**config.mk**
```make
export PLATFORM = sky130hd
export DESIGN_NAME = pes_to_transport_stream_packetizer_flat
export DESIGN_NICKNAME = d
export VERILOG_FILES = /design/src/ptsp_pkg.sv /design/src/ptsp_pes_if.sv /design/src/ptsp_ts_if.sv /design/src/ptsp_ram.sv /design/src/ptsp_desc_fifo.sv /design/src/ptsp_front.sv /design/src/ptsp_back.sv /design/src/pes_to_transport_stream_packetizer.sv /design/src/flat_wrapper.sv
export VERILOG_INCLUDE_DIRS = /design/src /design/src/src
export SDC_FILE = /design/constraint.sdc
export NUM_CORES = 2
export LEC_CHECK = 0
export ABC_AREA = 1
export BUFFER_PORTS_ARGS = -buffer_cell sky130_fd_sc_hd__buf_2
export CAP_MARGIN = 20
export CORE_MARGIN = 2
export CORE_UTILIZATION = 25
export DETAILED_ROUTE_END_ITERATION = 6
export GPL_ROUTABILITY_DRIVEN = 0
export SLEW_MARGIN = 5
export SYNTH_ARGS = -nofsm -noshare
export SYNTH_HDL_FRONTEND = slang
export SYNTH_SLANG_ARGS = --single-unit
```
**constraint.sdc**
```tcl
create_clock -name clk -period 5 [get_ports clk]
set_input_delay 0.25 -clock clk [delete_from_list [all_inputs] [get_ports clk]]
set_output_delay 0.25 -clock clk [all_outputs]
set_load 0.02 [all_outputs]
```
**src/pes_to_transport_stream_packetizer_assert.svh**
```systemverilog
// Assertion macros used by the packetizer top level.
// Each macro places one labeled concurrent assertion clocked on the rising edge
// and disabled while the asynchronous reset is asserted.
`ifndef PES_TO_TRANSPORT_STREAM_PACKETIZER_ASSERT_SVH
`define PES_TO_TRANSPORT_STREAM_PACKETIZER_ASSERT_SVH

// Same-cycle implication.
`define PTSP_ASSERT_NOW(label, clk, rst_n, ante, cons) \
	label: assert property (@(posedge clk) disable iff (!(rst_n)) (ante) |-> (cons)) \
		else $error("packetizer assertion failed");

// Next-cycle implication.
`define PTSP_ASSERT_NEXT(label, clk, rst_n, ante, cons) \
	label: assert property (@(posedge clk) disable iff (!(rst_n)) (ante) |=> (cons)) \
		else $error("packetizer assertion failed");

`endif

```
**src/ptsp_pkg.sv**
```systemverilog
// ----------------------------------------------------------------------------
// PES packetizer package
// Sizes, header codes and the packet descriptor type shared by the packetizer modules.
// ----------------------------------------------------------------------------
package ptsp_pkg;

	localparam int unsigned PayloadBytes = 184;
	localparam int unsigned PacketBytes  = 188;
	localparam int unsigned RamDepth     = 2 * PayloadBytes;
	localparam int unsigned RamAw        = $clog2(RamDepth);
	localparam int unsigned PidW         = 13;

	localparam logic [7:0] LAST_FILL     = 8'(PayloadBytes - 1);
	localparam logic [7:0] LAST_BYTE_POS = 8'(PacketBytes - 1);
	localparam logic [8:0] PACKET_LEN    = 9'(PacketBytes);
	localparam logic [RamAw-1:0] BANK1_BASE = RamAw'(PayloadBytes);

	localparam logic [7:0] SYNC_BYTE   = 8'h47;
	localparam logic [7:0] STUFF_BYTE  = 8'hFF;
	localparam logic [7:0] FLAGS_DISC  = 8'h80;
	localparam logic [7:0] FLAGS_NONE  = 8'h00;
	localparam logic [3:0] AFC_PAYLOAD = 4'h1;
	localparam logic [3:0] AFC_ADAPT   = 4'h3;

	// One closed packet waiting for the back end.
	typedef struct packed {
		logic            bank;
		logic [7:0]      n;
		logic            pusi;
		logic [3:0]      cc;
		logic            disc;
		logic [PidW-1:0] pid;
	} ptsp_desc_t;

	// Byte write into the payload buffer.
	typedef struct packed {
		logic             we;
		logic [RamAw-1:0] addr;
		logic [7:0]       data;
	} ptsp_wr_t;

	// Byte read from the payload buffer.
	typedef struct packed {
		logic             re;
		logic [RamAw-1:0] addr;
	} ptsp_rd_t;

endpackage

```
**src/ptsp_pes_if.sv**
```systemverilog
// ----------------------------------------------------------------------------
// PES byte channel
// Valid/ready channel that carries one PES payload byte and its flags.
// ----------------------------------------------------------------------------
interface ptsp_pes_if;
	logic       valid;
	logic       ready;
	logic [7:0] pes_byte;
	logic       last_of_pes;
	logic       set_discontinuity;

	modport source (output valid, pes_byte, last_of_pes, set_discontinuity, input ready);
	modport sink   (input valid, pes_byte, last_of_pes, set_discontinuity, output ready);
endinterface

```
**src/ptsp_ts_if.sv**
```systemverilog
// ----------------------------------------------------------------------------
// Transport stream word channel
// Valid/ready channel that carries one 32-bit packet word.
// ----------------------------------------------------------------------------
interface ptsp_ts_if;
	logic        valid;
	logic        ready;
	logic [31:0] ts_word;
	logic        last_of_packet;

	modport source (output valid, ts_word, last_of_packet, input ready);
	modport sink   (input valid, ts_word, last_of_packet, output ready);
endinterface

```
**src/ptsp_ram.sv**
```systemverilog
// ----------------------------------------------------------------------------
// Generic RAM
// One write port and one read port with registered read data.
// ----------------------------------------------------------------------------
module ptsp_ram #(
	parameter int unsigned Width = 8,
	parameter int unsigned Depth = 16
) (
	input  logic                     clk,
	input  logic                     we,
	input  logic [$clog2(Depth)-1:0] waddr,
	input  logic [Width-1:0]         wdata,
	input  logic                     re,
	input  logic [$clog2(Depth)-1:0] raddr,
	output logic [Width-1:0]         rdata
);

	logic [Width-1:0] mem_q [Depth];
	logic [Width-1:0] rdata_q;

	// Write and registered read; the read data holds while no read is issued.
	always_ff @(posedge clk) begin
		if (we) begin
			mem_q[waddr] <= wdata;
		end
		if (re) begin
			rdata_q <= mem_q[raddr];
		end
	end

	assign rdata = rdata_q;

endmodule

```
**src/ptsp_desc_fifo.sv**
```systemverilog
// ----------------------------------------------------------------------------
// Packet descriptor queue
// Two-entry queue of closed packets between the front and the back end.
// ----------------------------------------------------------------------------
module ptsp_desc_fifo import ptsp_pkg::*; (
	input  logic       clk,
	input  logic       arst_n,
	input  logic       push,
	input  ptsp_desc_t push_desc,
	input  logic       pop,
	output ptsp_desc_t head,
	output logic [1:0] count
);

	ptsp_desc_t mem_q [2];
	logic       wptr_q;
	logic       rptr_q;
	logic [1:0] count_q;

	// Descriptor storage.
	always_ff @(posedge clk) begin
		if (push) begin
			mem_q[wptr_q] <= push_desc;
		end
	end

	// Pointers and fill level.
	always_ff @(posedge clk or negedge arst_n) begin
		if (!arst_n) begin
			wptr_q  <= 1'b0;
			rptr_q  <= 1'b0;
			count_q <= 2'd0;
		end else begin
			if (push) begin
				wptr_q <= ~wptr_q;
			end
			if (pop) begin
				rptr_q <= ~rptr_q;
			end
			if (push && !pop) begin
				count_q <= count_q + 2'd1;
			end else if (pop && !push) begin
				count_q <= count_q - 2'd1;
			end
		end
	end

	assign head  = mem_q[rptr_q];
	assign count = count_q;

endmodule

```
**src/ptsp_front.sv**
```systemverilog
// ----------------------------------------------------------------------------
// Packetizer front end
// Accepts PES bytes into a buffer bank and closes packets into descriptors.
// ----------------------------------------------------------------------------
module ptsp_front import ptsp_pkg::*; (
	input  logic            clk,
	input  logic            arst_n,
	ptsp_pes_if.sink        pes_in,
	input  logic            cfg_we,
	input  logic [PidW-1:0] cfg_wdata,
	input  logic [1:0]      q_count,
	input  logic            back_busy,
	output ptsp_wr_t        wr,
	output logic            push,
	output ptsp_desc_t      push_desc
);

	logic [7:0]      fill_q;
	logic            bank_q;
	logic            first_q;
	logic [3:0]      cc_q;
	logic            pend_q;
	logic [PidW-1:0] pid_q;

	logic [1:0] banks_used;
	logic       accept;
	logic       close;
	logic       pend_now;
	logic       has_flags;

	// The bank being filled is free while fewer than two banks are owned downstream.
	assign banks_used    = q_count + {1'b0, back_busy};
	assign pes_in.ready  = (banks_used < 2'd2);
	assign accept        = pes_in.valid && pes_in.ready;
	assign close         = accept && ((fill_q == LAST_FILL) || pes_in.last_of_pes);
	assign pend_now      = pend_q || pes_in.set_discontinuity;
	// A flags byte exists when at least two stuffing bytes remain.
	assign has_flags     = (fill_q < (LAST_FILL - 8'd1));

	// Buffer write for every accepted byte.
	assign wr.we   = accept;
	assign wr.addr = bank_q ? (RamAw'(fill_q) + BANK1_BASE) : RamAw'(fill_q);
	assign wr.data = pes_in.pes_byte;

	// Descriptor of the packet that this byte closes.
	assign push           = close;
	assign push_desc.bank = bank_q;
	assign push_desc.n    = fill_q + 8'd1;
	assign push_desc.pusi = first_q;
	assign push_desc.cc   = cc_q;
	assign push_desc.disc = has_flags && pend_now;
	assign push_desc.pid  = pid_q;

	// Fill level, bank select, header counters and the PID register.
	always_ff @(posedge clk or negedge arst_n) begin
		if (!arst_n) begin
			fill_q  <= 8'd0;
			bank_q  <= 1'b0;
			first_q <= 1'b1;
			cc_q    <= 4'd0;
			pend_q  <= 1'b0;
			pid_q   <= '0;
		end else begin
			if (cfg_we) begin
				pid_q <= cfg_wdata;
			end
			if (accept) begin
				if (close) begin
					fill_q <= 8'd0;
					bank_q <= ~bank_q;
					cc_q   <= cc_q + 4'd1;
				end else begin
					fill_q <= fill_q + 8'd1;
				end
				if (pes_in.last_of_pes) begin
					first_q <= 1'b1;
				end else if (close) begin
					first_q <= 1'b0;
				end
				pend_q <= (close && has_flags) ? 1'b0 : pend_now;
			end
		end
	end

endmodule

```
**src/ptsp_back.sv**
```systemverilog
// ----------------------------------------------------------------------------
// Packetizer back end
// Walks the 188 bytes of each packet, packs them into words and drives output.
// ----------------------------------------------------------------------------
module ptsp_back import ptsp_pkg::*; (
	input  logic       clk,
	input  logic       arst_n,
	input  logic [1:0] q_count,
	input  ptsp_desc_t head,
	output logic       pop,
	output logic       busy,
	output ptsp_rd_t   rd,
	input  logic [7:0] rdata,
	ptsp_ts_if.source  ts_out
);

	logic        active_q;
	logic [7:0]  k_q;
	ptsp_desc_t  d_q;

	logic        valid_s1;
	logic        ram_s1;
	logic [7:0]  byte_s1;
	logic        last_s1;

	logic [31:0] asm_q;
	logic [2:0]  asm_cnt_q;
	logic        asm_last_q;

	logic        out_valid_q;
	logic [31:0] out_word_q;
	logic        out_last_q;

	logic        move;
	logic        consume;
	logic        issue;
	logic        adapt;
	logic [8:0]  pos_sum;
	logic        is_payload;
	logic [7:0]  pay_idx;
	logic [7:0]  const_byte;
	logic [7:0]  byte_in;

	// Handshake between the byte stage, the word assembler and the output register.
	assign move    = (asm_cnt_q == 3'd4) && (!out_valid_q || ts_out.ready);
	assign consume = valid_s1 && ((asm_cnt_q != 3'd4) || move);
	assign issue   = active_q && (!valid_s1 || consume);
	assign pop     = !active_q && (q_count != 2'd0);
	assign busy    = active_q;

	// Payload occupies the packet tail from position 188 - n on.
	assign adapt      = (d_q.n != 8'(PayloadBytes));
	assign pos_sum    = {1'b0, k_q} + {1'b0, d_q.n};
	assign is_payload = (pos_sum >= PACKET_LEN);
	assign pay_idx    = 8'(pos_sum - PACKET_LEN);

	assign rd.re   = issue && is_payload;
	assign rd.addr = d_q.bank ? (RamAw'(pay_idx) + BANK1_BASE) : RamAw'(pay_idx);

	// Header, adaptation field and stuffing bytes.
	always_comb begin
		const_byte = STUFF_BYTE;
		if (k_q == 8'd0) begin
			const_byte = SYNC_BYTE;
		end else if (k_q == 8'd1) begin
			const_byte = {1'b0, d_q.pusi, 1'b0, d_q.pid[12:8]};
		end else if (k_q == 8'd2) begin
			const_byte = d_q.pid[7:0];
		end else if (k_q == 8'd3) begin
			const_byte = {(adapt ? AFC_ADAPT : AFC_PAYLOAD), d_q.cc};
		end else if ((k_q == 8'd4) && adapt) begin
			const_byte = LAST_FILL - d_q.n;
		end else if ((k_q == 8'd5) && adapt && (d_q.n < LAST_FILL)) begin
			const_byte = d_q.disc ? FLAGS_DISC : FLAGS_NONE;
		end
	end

	assign byte_in = ram_s1 ? rdata : byte_s1;

	// Packet walk, byte stage, word assembly and output register.
	always_ff @(posedge clk or negedge arst_n) begin
		if (!arst_n) begin
			active_q    <= 1'b0;
			k_q         <= 8'd0;
			valid_s1    <= 1'b0;
			asm_cnt_q   <= 3'd0;
			out_valid_q <= 1'b0;
		end else begin
			if (pop) begin
				active_q <= 1'b1;
				k_q      <= 8'd0;
			end else if (issue) begin
				if (k_q == LAST_BYTE_POS) begin
					active_q <= 1'b0;
				end
				k_q <= k_q + 8'd1;
			end

			if (issue) begin
				valid_s1 <= 1'b1;
			end else if (consume) begin
				valid_s1 <= 1'b0;
			end

			if (move || consume) begin
				asm_cnt_q <= (move ? 3'd0 : asm_cnt_q) + (consume ? 3'd1 : 3'd0);
			end

			if (move) begin
				out_valid_q <= 1'b1;
			end else if (ts_out.ready) begin
				out_valid_q <= 1'b0;
			end
		end
	end

	// Payload registers of the pipeline.
	always_ff @(posedge clk) begin
		if (pop) begin
			d_q <= head;
		end
		if (issue) begin
			ram_s1  <= is_payload;
			byte_s1 <= const_byte;
			last_s1 <= (k_q == LAST_BYTE_POS);
		end
		if (consume) begin
			asm_q      <= {asm_q[23:0], byte_in};
			asm_last_q <= last_s1;
		end
		if (move) begin
			out_word_q <= asm_q;
			out_last_q <= asm_last_q;
		end
	end

	assign ts_out.valid          = out_valid_q;
	assign ts_out.ts_word        = out_word_q;
	assign ts_out.last_of_packet = out_last_q;

endmodule

```
**src/pes_to_transport_stream_packetizer.sv**
```systemverilog
// ----------------------------------------------------------------------------
// PES to transport stream packetizer
// Packs PES payload bytes into 188-byte transport packets of 47 words.
// ----------------------------------------------------------------------------
// Usage:
//   pes_in carries one PES byte per transaction with last_of_pes and
//   set_discontinuity. ts_out carries one 32-bit word per transaction, first
//   packet byte in bits 31 to 24, last_of_packet on the 47th word.
//   cfg_we with cfg_wdata loads the 13-bit PID; write it only while idle.
// Data flow:
//   Bytes are accepted one per cycle, while a bank is free, into a two-bank
//   buffer. A packet closes on its 184th byte or on a byte with last_of_pes.
//   The back end walks the 188 packet bytes at one byte per cycle while ts_out
//   does not stall, reading payload bytes through the buffer read port and
//   generating header, adaptation and stuffing bytes, then takes the next
//   descriptor. Words pass through the byte stage, word assembler and output register.
//   pes_in.ready drops while both banks hold packets not yet sent.
// Reset and stall:
//   Reset clears the fill level, continuity counter, pending discontinuity and
//   PID and marks the next packet as the start of a PES. The buffer needs no
//   clearing. When ts_out stalls, the output register holds its word and the
//   back end stops; the front keeps filling while a bank is free.
`include "pes_to_transport_stream_packetizer_assert.svh"

module pes_to_transport_stream_packetizer import ptsp_pkg::*; (
	input  logic            clk,
	input  logic            arst_n,
	ptsp_pes_if.sink        pes_in,
	ptsp_ts_if.source       ts_out,
	input  logic            cfg_we,
	input  logic [PidW-1:0] cfg_wdata
);

	ptsp_wr_t   wr;
	ptsp_rd_t   rd;
	logic [7:0] rdata;
	logic       push;
	ptsp_desc_t push_desc;
	logic       pop;
	ptsp_desc_t head;
	logic [1:0] q_count;
	logic       back_busy;

	// Byte intake and packet close.
	ptsp_front u_front (
		.clk       (clk),
		.arst_n    (arst_n),
		.pes_in    (pes_in),
		.cfg_we    (cfg_we),
		.cfg_wdata (cfg_wdata),
		.q_count   (q_count),
		.back_busy (back_busy),
		.wr        (wr),
		.push      (push),
		.push_desc (push_desc)
	);

	// Two-bank payload buffer.
	ptsp_ram #(
		.Width (8),
		.Depth (RamDepth)
	) u_ram (
		.clk   (clk),
		.we    (wr.we),
		.waddr (wr.addr),
		.wdata (wr.data),
		.re    (rd.re),
		.raddr (rd.addr),
		.rdata (rdata)
	);

	// Closed packets waiting for the back end.
	ptsp_desc_fifo u_fifo (
		.clk       (clk),
		.arst_n    (arst_n),
		.push      (push),
		.push_desc (push_desc),
		.pop       (pop),
		.head      (head),
		.count     (q_count)
	);

	// Packet generation and output.
	ptsp_back u_back (
		.clk     (clk),
		.arst_n  (arst_n),
		.q_count (q_count),
		.head    (head),
		.pop     (pop),
		.busy    (back_busy),
		.rd      (rd),
		.rdata   (rdata),
		.ts_out  (ts_out)
	);

	// A packet is only closed while the queue has room for it.
	`PTSP_ASSERT_NOW(a_push_not_full, clk, arst_n, push, q_count != 2'd2)
	// The back end only takes a descriptor that is present.
	`PTSP_ASSERT_NOW(a_pop_not_empty, clk, arst_n, pop, q_count != 2'd0)
	// At most two banks are ever owned by the queue and the back end together.
	`PTSP_ASSERT_NEXT(a_banks_bounded, clk, arst_n, push, (q_count + {1'b0, back_busy}) <= 2'd2)

endmodule

```
**src/flat_wrapper.sv**
```systemverilog
// flat-port wrapper written by rule: the top's interface ports become plain ports
module pes_to_transport_stream_packetizer_flat import ptsp_pkg::*;
  (clk, arst_n, cfg_we, cfg_wdata, pes_in_valid, pes_in_pes_byte, pes_in_last_of_pes, pes_in_set_discontinuity, pes_in_ready, ts_out_valid, ts_out_ts_word, ts_out_last_of_packet, ts_out_ready);
  ptsp_pes_if pes_in_i ();
  ptsp_ts_if ts_out_i ();
  input  logic clk;
  input  logic arst_n;
  input  logic cfg_we;
  input  logic [PidW-1:0] cfg_wdata;
  input wire logic [$bits(pes_in_i.valid)-1:0] pes_in_valid;
  input wire logic [$bits(pes_in_i.pes_byte)-1:0] pes_in_pes_byte;
  input wire logic [$bits(pes_in_i.last_of_pes)-1:0] pes_in_last_of_pes;
  input wire logic [$bits(pes_in_i.set_discontinuity)-1:0] pes_in_set_discontinuity;
  output wire logic [$bits(pes_in_i.ready)-1:0] pes_in_ready;
  output wire logic [$bits(ts_out_i.valid)-1:0] ts_out_valid;
  output wire logic [$bits(ts_out_i.ts_word)-1:0] ts_out_ts_word;
  output wire logic [$bits(ts_out_i.last_of_packet)-1:0] ts_out_last_of_packet;
  input wire logic [$bits(ts_out_i.ready)-1:0] ts_out_ready;
  assign pes_in_i.valid = pes_in_valid;
  assign pes_in_i.pes_byte = pes_in_pes_byte;
  assign pes_in_i.last_of_pes = pes_in_last_of_pes;
  assign pes_in_i.set_discontinuity = pes_in_set_discontinuity;
  assign pes_in_ready = pes_in_i.ready;
  assign ts_out_valid = ts_out_i.valid;
  assign ts_out_ts_word = ts_out_i.ts_word;
  assign ts_out_last_of_packet = ts_out_i.last_of_packet;
  assign ts_out_i.ready = ts_out_ready;
  pes_to_transport_stream_packetizer u_core (.clk(clk), .arst_n(arst_n), .pes_in(pes_in_i), .ts_out(ts_out_i), .cfg_we(cfg_we), .cfg_wdata(cfg_wdata));
endmodule
```
==> metrics.cfg <==
[status]
outcome=finished, final reports clean

[setup_path]
reg2reg_from=u_core.u_back.d_q[19]
cpPeakStageDelay_ns=0.82
critPathSlowestCell=fa_4
cp.arrival_ns=5.40
critPathLaunch=u_core.u_back.d_q[19]
crit_required_ns=5.81
rrSetupSlack_ns=0.41
setup.worst_path.end_class=flop
path_cells=ha_4 > inv_1 > fa_4 > inv_8 > buf_12 > buf_4 > nand2_1 > nand3_1 > nand3_1 > nand2_1 > nand3_1 > nand2_1 > nand2_1 > nand2_1 > clkinv_1 > nand2_1 > nand3_1 > nand2_1 > nand2_1 > nand2_1
crit_end=u_core.u_ram.rdata[2]
cpMostUsedCell=nand2_1
crit_type=flop to flop
worstPathMaxFanout=47
worst-r2r-cell-count=20
cp-start-kind=flop
r2r-end=u_core.u_ram.rdata[2]

[timing]
drv_slew=0
slew_headroom_pct=22.7
setup_viol=0
fmax_mhz=218
fin_worst_skew_ns=0.0938
period_needed_ns=4.59
setup_tns_ns=0
worstMarginPinSlew_ns=1.16
rsz0062_at_grt=false
whs_ns=0.0338
period_share_pct=91.7
hold_viol=0

[clocking]
ctsLongestPathBuffers=4
ctsResizeCount=0
cts_root_buf=clkbuf_16
clk_pin_slew_worst_paths_ns=0.06
cts_sinks=3158
cts_tree=built
cts_buffers=323
htree_levels=5
clk_latency_ns=0.95

[yosys]
yosysWarnings=0
synth_nets=10900
ys_types=40
ys_seq_area_share_pct=73.3
synth_area_leader_cell=edfxtp_1
syn_inst=10900
synth_top_cell_area_share_pct=72.4
ys_ff_latch=3158
yosys-top-cells-area=edfxtp_1 72%, nor2_1 6.3%, nand2_1 5.1%
postSynthAreaPerCell_um2=11.9
synthesis.area_um2=129000

[floorplanning]
die_height_um=722
die_area_um2=522000
ios=63
num_rows=263
start_util_pct=25.1
core_um2=514000
dieWidth_um=722

[drt]
postRouteWirelength_um=367000
num_vias=85200
avgViaCountPerCell=4.67
drcViolationCount=0
drt-initial-drc-count=9920
drtAntennaViolNets=0
firstDrtPassIters=6
wl_per_cell_um=20.2

[grt]
grt_pass1_wl_um=541000
grt_usage_pct=13.5
grt_start_max_net_pins=195
first_global_vias=81800
antenna_found_initial=5
grt_overflow=0

[layout]
drive_gt1_share_pct=9.54
area_growth_syn_to_layout_pct=16.7
multi_input_area_um2=30200
seq_area_um2=94600
fillers=51700
final_cell_mix=3112 x edfxtp_1, 2175 x nor2_1, 1751 x nand2_1, 1172 x o21ai_0, 1017 x nand3_1
layout_commonest_cell=edfxtp_1
final_nets=11100

[flow_run]
cap_violations=0

[placed_design]
io_buffers=62
post-dp-hpwl_um=212000

[min_path]
hold_path.class=input port to asynchronous set/reset pin

## layer usage
layer / part of all wire, % / up-vias / routed length (um) / global-route usage [%]
met1: 41 / 42300 / 151000 / 18.1
met4: 3.6 / 0 / 13400 / 4.72
met5: 0 / - / 0 / 0
met2: 48 / 3416 / 176000 / 22.4
met3: 7.3 / 618 / 26800 / 1.79
li1: - / 38900 / - / -
## cells in the mapped netlist
master and count:
edfxtp_1 3112, nor2_1 2179, nand2_1 1770, o21ai_0 1172, nand3_1 1017, clkbuf_1 368
inv_1 312, buf_2 230, o221ai_1 210, o211ai_1 134, buf_1 79, dfrtp_1 45
buf_4 41, nand4_1 27, ha_1 26, a21oi_1 23, mux2_2 21, o22ai_1 20
clkinv_1 15, nor3_1 14, xor2_1 11, inv_2 7, xnor2_1 6, a41oi_1 4
o21a_1 3, a31oi_1 2, nand3_2 2, nand3b_1 2, or2_2 2, a21boi_0 1
a22oi_1 1, buf_6 1, dfstp_2 1, fa_1 1, nand2_2 1, nor4_1 1
o21ai_1 1, o311ai_0 1, xnor2_2 1, xor2_2 1
## stage by stage
stage	cell area [um^2]	instances	worst slack, ns	util [%]
after global placement	140000	17600	0.326	27.2
after detailed placement	140000	17600	0.398	27.2
final	151000	18200	0.414	29.3
after CTS	151000	18200	0.429	29.3
after global routing	151000	18200	0.242	29.3
after floorplan	129000	10900	0.626	-
## cell families after synthesis
logic type / Yosys count / share of synthesized area (%)
simple gates: 5015 / 15.7
buf+inv: 1053 / 3.41
fa+ha+maj: 27 / 0.268
flops: 3158 / 73.3
compound gates: 1572 / 7.01
mux: 21 / 0.183
xor+xnor: 19 / 0.141
## state kept, by name (all words and copies together), names as in the netlist, 2 cells and up
register / count
u_core.u_front.fill_q: 8
u_core.u_front.cc_q: 4
u_core.u_back.ts_out.ts_word: 32
u_core.u_fifo.count: 2
u_core.u_back.d_q: 28
u_core.u_fifo.mem_q: 56
u_core.u_back.byte_s1: 8
u_core.u_back.asm_cnt_q: 3
u_core.u_ram.mem_q: 2944
u_core.u_ram.rdata: 8
u_core.u_back.k_q: 8
u_core.u_back.asm_q: 32
u_core.u_front.pid_q: 13
## worst min-delay path by stage
stage / start / to / slack (ns) / depth (start not counted)
after detailed placement: u_core.u_back.asm_q[28] / u_core.u_back.ts_out.ts_word[28] / 0.40 / 0
after floorplan: arst_n / u_core.u_back.asm_cnt_q[0] / -0.05 / 0
after global routing: arst_n / u_core.u_front.pid_q[9] / 0.1 / 3
after global placement: u_core.u_back.asm_q[30] / u_core.u_back.ts_out.ts_word[30] / 0.40 / 0
after CTS: arst_n / u_core.u_back.busy / 0.008 / 3
final: arst_n / u_core.u_front.pid_q[7] / 0.03 / 3
## critical path: cells and delay by family (launching register included)
kind	cells	cell delay (ns)
flops	1	0.45
simple gates	13	1.62
buf+inv	5	1.31
fa+ha+maj	2	1.02
## timing repair
item / CTS / global route
setup buffers: 0 / 0
endpoints found under the setup margin: 0 / 0
hold endpoints to repair: 652 / 0
hold buffers: 40 / 0
## layout make-up
type,instances,share of cell area (%)
clock buffer,398,5.64
inverter,334,0.846
antenna,3,0.00498
multi-input combinational,6654,20.1
clock inverter,179,1.22
sequential,3158,62.8
tap,6890,5.72
timing repair buffer,611,3.68
Power is left out: the tool's default activity adds up to more than one toggle a clock period on the data nets, which glitch-free logic cannot reach.
